**config.mk**
```make
export PLATFORM = sky130hd
export DESIGN_NAME = bbr_cell
export DESIGN_NICKNAME = d
export VERILOG_FILES = /design/src/rtl/core/bbr_pkg.sv /design/src/rtl/core/bbr_cell.sv
export SDC_FILE = /design/constraint.sdc
export NUM_CORES = 1
export LEC_CHECK = 0
export ABC_AREA = 1
export BUFFER_PORTS_ARGS = -buffer_cell sky130_fd_sc_hd__buf_2
export CORE_UTILIZATION = 30
export CTS_CLUSTER_DIAMETER = 50
export DETAILED_ROUTE_END_ITERATION = 6
export GPL_TIMING_DRIVEN = 0
export HOLD_SLACK_MARGIN = 0.06
export PLACE_DENSITY = 0.65
export SKIP_LAST_GASP = 1
export SYNTH_ARGS = -nofsm -noshare
export SYNTH_HDL_FRONTEND = slang
export SYNTH_SLANG_ARGS = --single-unit
```
**constraint.sdc**
```tcl
create_clock -name clk -period 3.63 [get_ports clk]
set_clock_uncertainty 0.15 [all_clocks]
set_input_delay 0 -clock clk [delete_from_list [all_inputs] [get_ports clk]]
set_output_delay 0 -clock clk [all_outputs]
set_load 0.01 [all_outputs]
```
**src/rtl/core/bbr_pkg.sv**
```systemverilog
// Shared types, constants and helper functions of the 3x3 RGB box blur.
// No dependencies; every other file of the block but bbr_ram imports this package.
package bbr_pkg;

    localparam int PIX_W             = 8;
    localparam int CFG_DATA_W        = 11;
    localparam int CFG_INDEX_W       = 1;
    localparam int HEIGHT_W          = 11;
    localparam int OUT_ROW_W         = 10;
    localparam int HEIGHT_LIMIT      = 1024;
    localparam int FRAME_DIM_RESET   = 500;
    localparam int MAX_WIDTH_DEFAULT = 1024;
    localparam int OUT_DEPTH_DEFAULT = 8;
    localparam int WIN_COLS          = 3;
    localparam int COL_SUM_W         = 10;
    localparam int WIN_SUM_W         = 12;

    // floor(s / 9) == (s * 3641) >> 15 for every s below 2^15
    localparam int DIV9_MULT   = 3641;
    localparam int DIV9_SHIFT  = 15;
    localparam int DIV9_PROD_W = 24;

    typedef enum logic [CFG_INDEX_W-1:0] {
        REG_FRAME_WIDTH  = 1'b0,
        REG_FRAME_HEIGHT = 1'b1
    } cfg_reg_t;

    typedef struct packed {
        logic [PIX_W-1:0] red;
        logic [PIX_W-1:0] green;
        logic [PIX_W-1:0] blue;
    } pixel_t;

    // One window column: top is two rows above the incoming pixel, bot is the pixel itself
    typedef struct packed {
        pixel_t top;
        pixel_t mid;
        pixel_t bot;
    } column_t;

    typedef struct packed {
        logic top_off;
        logic bot_off;
    } row_mask_t;

    typedef struct packed {
        logic [COL_SUM_W-1:0] red;
        logic [COL_SUM_W-1:0] green;
        logic [COL_SUM_W-1:0] blue;
    } col_sum_t;

    typedef struct packed {
        logic [WIN_SUM_W-1:0] red;
        logic [WIN_SUM_W-1:0] green;
        logic [WIN_SUM_W-1:0] blue;
    } win_sum_t;

    typedef struct packed {
        logic primed;
        logic col_first;
        logic col_last;
        logic row_first;
        logic row_last;
    } pos_t;

    typedef struct packed {
        pixel_t px;
        logic   row_end;
        logic   frame_end;
    } result_t;

    function automatic logic [HEIGHT_W-1:0] clamp_height(input logic [CFG_DATA_W-1:0] value);
        logic [HEIGHT_W-1:0] res;
        if (value == '0) begin
            res = HEIGHT_W'(1);
        end
        else if (value > CFG_DATA_W'(HEIGHT_LIMIT)) begin
            res = HEIGHT_W'(HEIGHT_LIMIT);
        end
        else begin
            res = HEIGHT_W'(value);
        end
        return res;
    endfunction

    function automatic logic [PIX_W-1:0] div9(input logic [WIN_SUM_W-1:0] sum);
        logic [DIV9_PROD_W-1:0] prod;
        prod = DIV9_PROD_W'(sum) * DIV9_PROD_W'(DIV9_MULT);
        return prod[DIV9_SHIFT +: PIX_W];
    endfunction

endpackage

```
**src/rtl/core/bbr_cell.sv**
```systemverilog
// One column of the 3x3 window: holds three pixels, takes its neighbour's column on
// each shift and gives its row-masked channel sums. Depends on bbr_pkg.
module bbr_cell import bbr_pkg::*; (
    input  logic      clk,
    input  logic      rst_n,
    input  logic      shift,
    input  logic      clear,
    input  column_t   col_in,
    input  row_mask_t mask,
    output column_t   col_out,
    output col_sum_t  sum
);

    column_t col_reg;
    pixel_t  top_px;
    pixel_t  bot_px;

    always_ff @(posedge clk or negedge rst_n)
    begin
        if (!rst_n)
        begin
            col_reg <= '0;
        end
        else if (shift)
        begin
            col_reg <= col_in;
        end
        else if (clear)
        begin
            col_reg <= '0;
        end
    end

    // Drop rows that fall outside the frame
    assign top_px = mask.top_off ? '0 : col_reg.top;
    assign bot_px = mask.bot_off ? '0 : col_reg.bot;

    assign sum.red   = COL_SUM_W'(top_px.red) + COL_SUM_W'(col_reg.mid.red)
                     + COL_SUM_W'(bot_px.red);
    assign sum.green = COL_SUM_W'(top_px.green) + COL_SUM_W'(col_reg.mid.green)
                     + COL_SUM_W'(bot_px.green);
    assign sum.blue  = COL_SUM_W'(top_px.blue) + COL_SUM_W'(col_reg.mid.blue)
                     + COL_SUM_W'(bot_px.blue);

    assign col_out = col_reg;

endmodule

```
After elaboration in Yosys (flattened, before gate mapping)
Cells that the tools add are included.
- bits in registers: 72
- memories: 0
- memory bits (read-only): 0
- memory bits (writable): 0
- bits in latches: 0
- bits of input ports: 78
- bitwise logic cells: 0
- magnitude comparators: 0
- add/sub/neg operators: 6
- shift operators: 0
- muxes and demuxes: 4
- reduce and logical (&&, ||, !) cells: 1
- divide/modulo/power cells: 0
- multipliers: 0
- eq/ne operators: 0
- operator list (operator ; number):
    $mux W72 ; 2
    $mux W24 ; 2
    $add A9 B8 Y10 ; 3
    $add A8 B8 Y9 ; 3
    $reduce_bool A2 Y1 ; 1

Depth between registers and ports, before layout
- depth after elaboration: 3
- depth in mapped cells: 13
- gate-level depth less buffers: 12

Worst setup path before layout
No wires, ideal clock.
- path kind: input -> output
- from: in mask[1] in the netlist's numbering
- to: out sum[25] in the netlist's numbering
- buffers on the path: 2
- arrival: 2152 ps
- slack: 1328 ps
- required time: 3480 ps
- stages on the path: 10
- cell sequence: clkbuf_1 -> clkbuf_1 -> nor2_1 -> fa_1 -> ha_1 -> inv_1 -> fa_1 -> nor2_1 -> nor2_1 -> xnor2_1
- RTL lines (item ; RTL line ; source):
    start, declared ; bbr_cell.sv:9 ; input row_mask_t mask,
    end, declared ; bbr_cell.sv:11 ; output col_sum_t sum

==> results.md <==
* Status: complete, no violations
* Max Buffers Root-to-Sink at 2
* DR WL/cell at about 14 um
* Distinct cell type count after synthesis at 23
* Relative max-transition margin at 0.328
* Post-synthesis net count at 700
* Max-cap viol count at 0
* Fraction of layout cells with a size suffix above 1 at 0.315
* WP buf/inv at 5
* Critical path's top delay family: buffers and inverters
* Vias at ~4.8k
* Antenna viol nets, final at 0
* H-tree Lvls at 3
* DRC viols at 0
* Commonest cells after routing, fill and taps aside: buf_2 (179), nand2_1 (156), dlygate4sd3_1 (119), inv_1 (117), dfrtp_1 (72)
* Part of the Yosys area used for sequential elements at 0.367
* Layout area overhead at 54.9%
* ANT cells at 0
* Clock Pin Slew Worst Setup and Hold Paths at around 0.060 ns
* Synthesized instance count at 574
* Non-Filler Instances at 1,102
* Cts repair resizes at 0
* Hold Path Class: in2reg
* Routed wire length at 15,800 um
* Clock sink total at 72
* First-iteration detailed-routing DRC count at 144
* Area share of the largest cell type after synthesis at 0.367
* First-pass DRT Iterations at 4
* Pin count of the biggest net entering global routing at 52
* Most used cell, CP: nand2_1
* CP Cell Sequence: clkbuf_1 -> clkbuf_1 -> nor2_1 -> fa_1 -> ha_1 -> inv_1 -> fa_1 -> inv_1 -> nand2_1 -> nand3_1 -> nand2_1 -> nand2_1 -> buf_2
* Clk Latency, worst-skew pair at 0.34 ns
* Seq cells post-synth at 72
* CTS Hold Bufs at 119
* Post-synthesis simple-gate area fraction at 0.181
* M3 GR Usage at 0.0365
* Crit path arrival time at 2.91 ns
* Period utilization at 0.842
* CP endpoint kind: output pin
* Core Footprint at 15,900 um^2
* Die Wd at between 100 and 150 um
* Total grt overflow at 0
* CP max FO at 10
* Via/cell ratio at 4.36
* Synth area leader: dfrtp_1
* Commonest non-fill, non-tap cell in the layout: buf_2
* Unrepaired setup endpoints after global routing: no
* Slowest CP cell: clkbuf_1
* Initial antenna violation count at 0
* First-pass GRT wire length at roughly 25,000 um
* Hold Vio Cnt, Final at 0
* Pwr/cell area at 365 nW/um^2
* Mux cell area share after synthesis at 0
* Initial Utilization at 0.308
* Min cycle time layout at about 3.1 ns
* Compound-Gate Fraction of Synth Area at 0.137
* Placer congestion estimate at between 0.7 and 0.8
* Final setup TNS at 0 ns
* Req. time, crit path at 3.48 ns
* Yosys warns at 0
* CTS buffer count at 9
* GRT Resource Usage Total at 0.197
* Post-Synth XOR/XNOR Area at 0.0161
* Top post-synthesis cells by area: dfrtp_1 (37%), o21ai_2 (12%), nand2_1 (12%)
* Leak at roughly 4.1 nW
* Worst IR Drop VDD at roughly 0.22 mV
* Vias in the first global route at ~4.8k
* Most used routing layer in global routing: met2
* Fin nets at 1,007
* Fmax at 0.327 GHz
* Least-Margin Pin Slew at 1.00 ns
* Kind of critical path: in2out
* Rows at 46
* Root buffer cell: clkbuf_16
* IO Pins at 180
* Smallest hold slack at 0.103 ns
* Adder-cell share of the synthesized area at 0.164
* Combinational family with the most area after synthesis: simple AND/OR/NAND/NOR gates
* Setup repair bufs after CTS at 0
* HPWL Detailed at 11,100 um
* CTS tree: yes
* Die Y at 130 um
* I/O Buffers at 176
* CP Launch Type: input pin
* Syn avg cell area at 8.56 um^2
* Post-Syn Area at around 4900 um^2
* Placed cell count at 967
* Critical path's largest stage delay at 0.60 ns
* Max reg flops at 72
* Met1 Use GR at 0.238
* Final setup viols at 0
* M2 GR Usage at 0.339
* Die area at 16,900 um^2
* Max Transition Viols Final at 0
[where the power goes]
part / internal [mW] / switching, mW / leakage, nW
clock network: 0.617 / 0.370 / 0.158
registers: 0.861 / 0.0450 / 0.908
logic: 0.399 / 0.484 / 2.99
total: 1.88 / 0.899 / 4.05
[kinds of logic (layout without fill, tap and decap cells)]
logic type	count (synthesis)	in the layout
buffers and inverters	139	451
AO/OA/AOI/OAI	82	82
flip-flops	72	72
AND/OR/NAND/NOR	224	224
XOR/XNOR	9	9
adder cells (fa/ha/maj)	48	48
[worst min-delay path, cell delays in order]
cell	delay [ns]
buf_2	0.08
or2_4	0.11
buf_12	0.15
buf_12	0.15
o21ai_2	0.05
[synthesized netlist by cell type]
cell	n
o21ai_0	2
nand3b_1	3
buf_12	8
nand4_1	1
clkbuf_1	7
nand3_1	14
inv_2	2
o21ai_1	2
xor2_1	4
nor2_1	44
fa_1	27
xnor2_1	5
or2_4	1
o21ai_2	70
buf_2	4
ha_1	21
inv_1	117
or2_1	3
and2_1	2
nand2_1	156
a21oi_1	8
dfrtp_1	72
buf_6	1
[worst paths after layout]
kind / endpoint / start / slack (ns) / cells past startpoint
setup reg to reg: col_out[60] / col_out[60] / 2.30 / 3
hold reg to reg: col_out[62] / col_out[62] / 0.40 / 2
hold / removal: col_out[59] / clear / 0.10 / 5
max in group asynchronous: col_out[69] / rst_n / 1.38 / 4
min in group asynchronous: col_out[12] / rst_n / 0.57 / 4
setup / recovery: sum[27] / mask[1] / 0.57 / 13
[metrics by stage]
step	util	setup WS, ns	instance area, um^2	power (mW)
2_1_floorplan	-	1.33	4910	1.39
3_3_place_gp	0.380	0.659	6060	1.69
3_5_place_dp	0.382	0.611	6090	1.70
4_1_cts	0.477	0.604	7600	2.80
5_1_grt	0.477	0.418	7600	2.94
6_report	0.477	0.573	7600	2.78
[area by class of cell]
class | count | area, um^2
inverters | 119 | 447
plain buffers | 20 | 218
clock inverters | 6 | 82.6
flip-flops and latches | 72 | 1800
repair buffers | 296 | 2100
multi-input cells | 363 | 2440
well taps | 216 | 270
clock buffers | 10 | 239
fillers | 1534 | 8340
[per-layer routing]
metal  routed length (um)  vias to the layer above
li1                     -                     2357
met1                 6980                     2269
met2                 7890                      146
met3                  529                       35
met4                  442                        0
met5                    0                        -
Power figures use the tool's default switching activity.
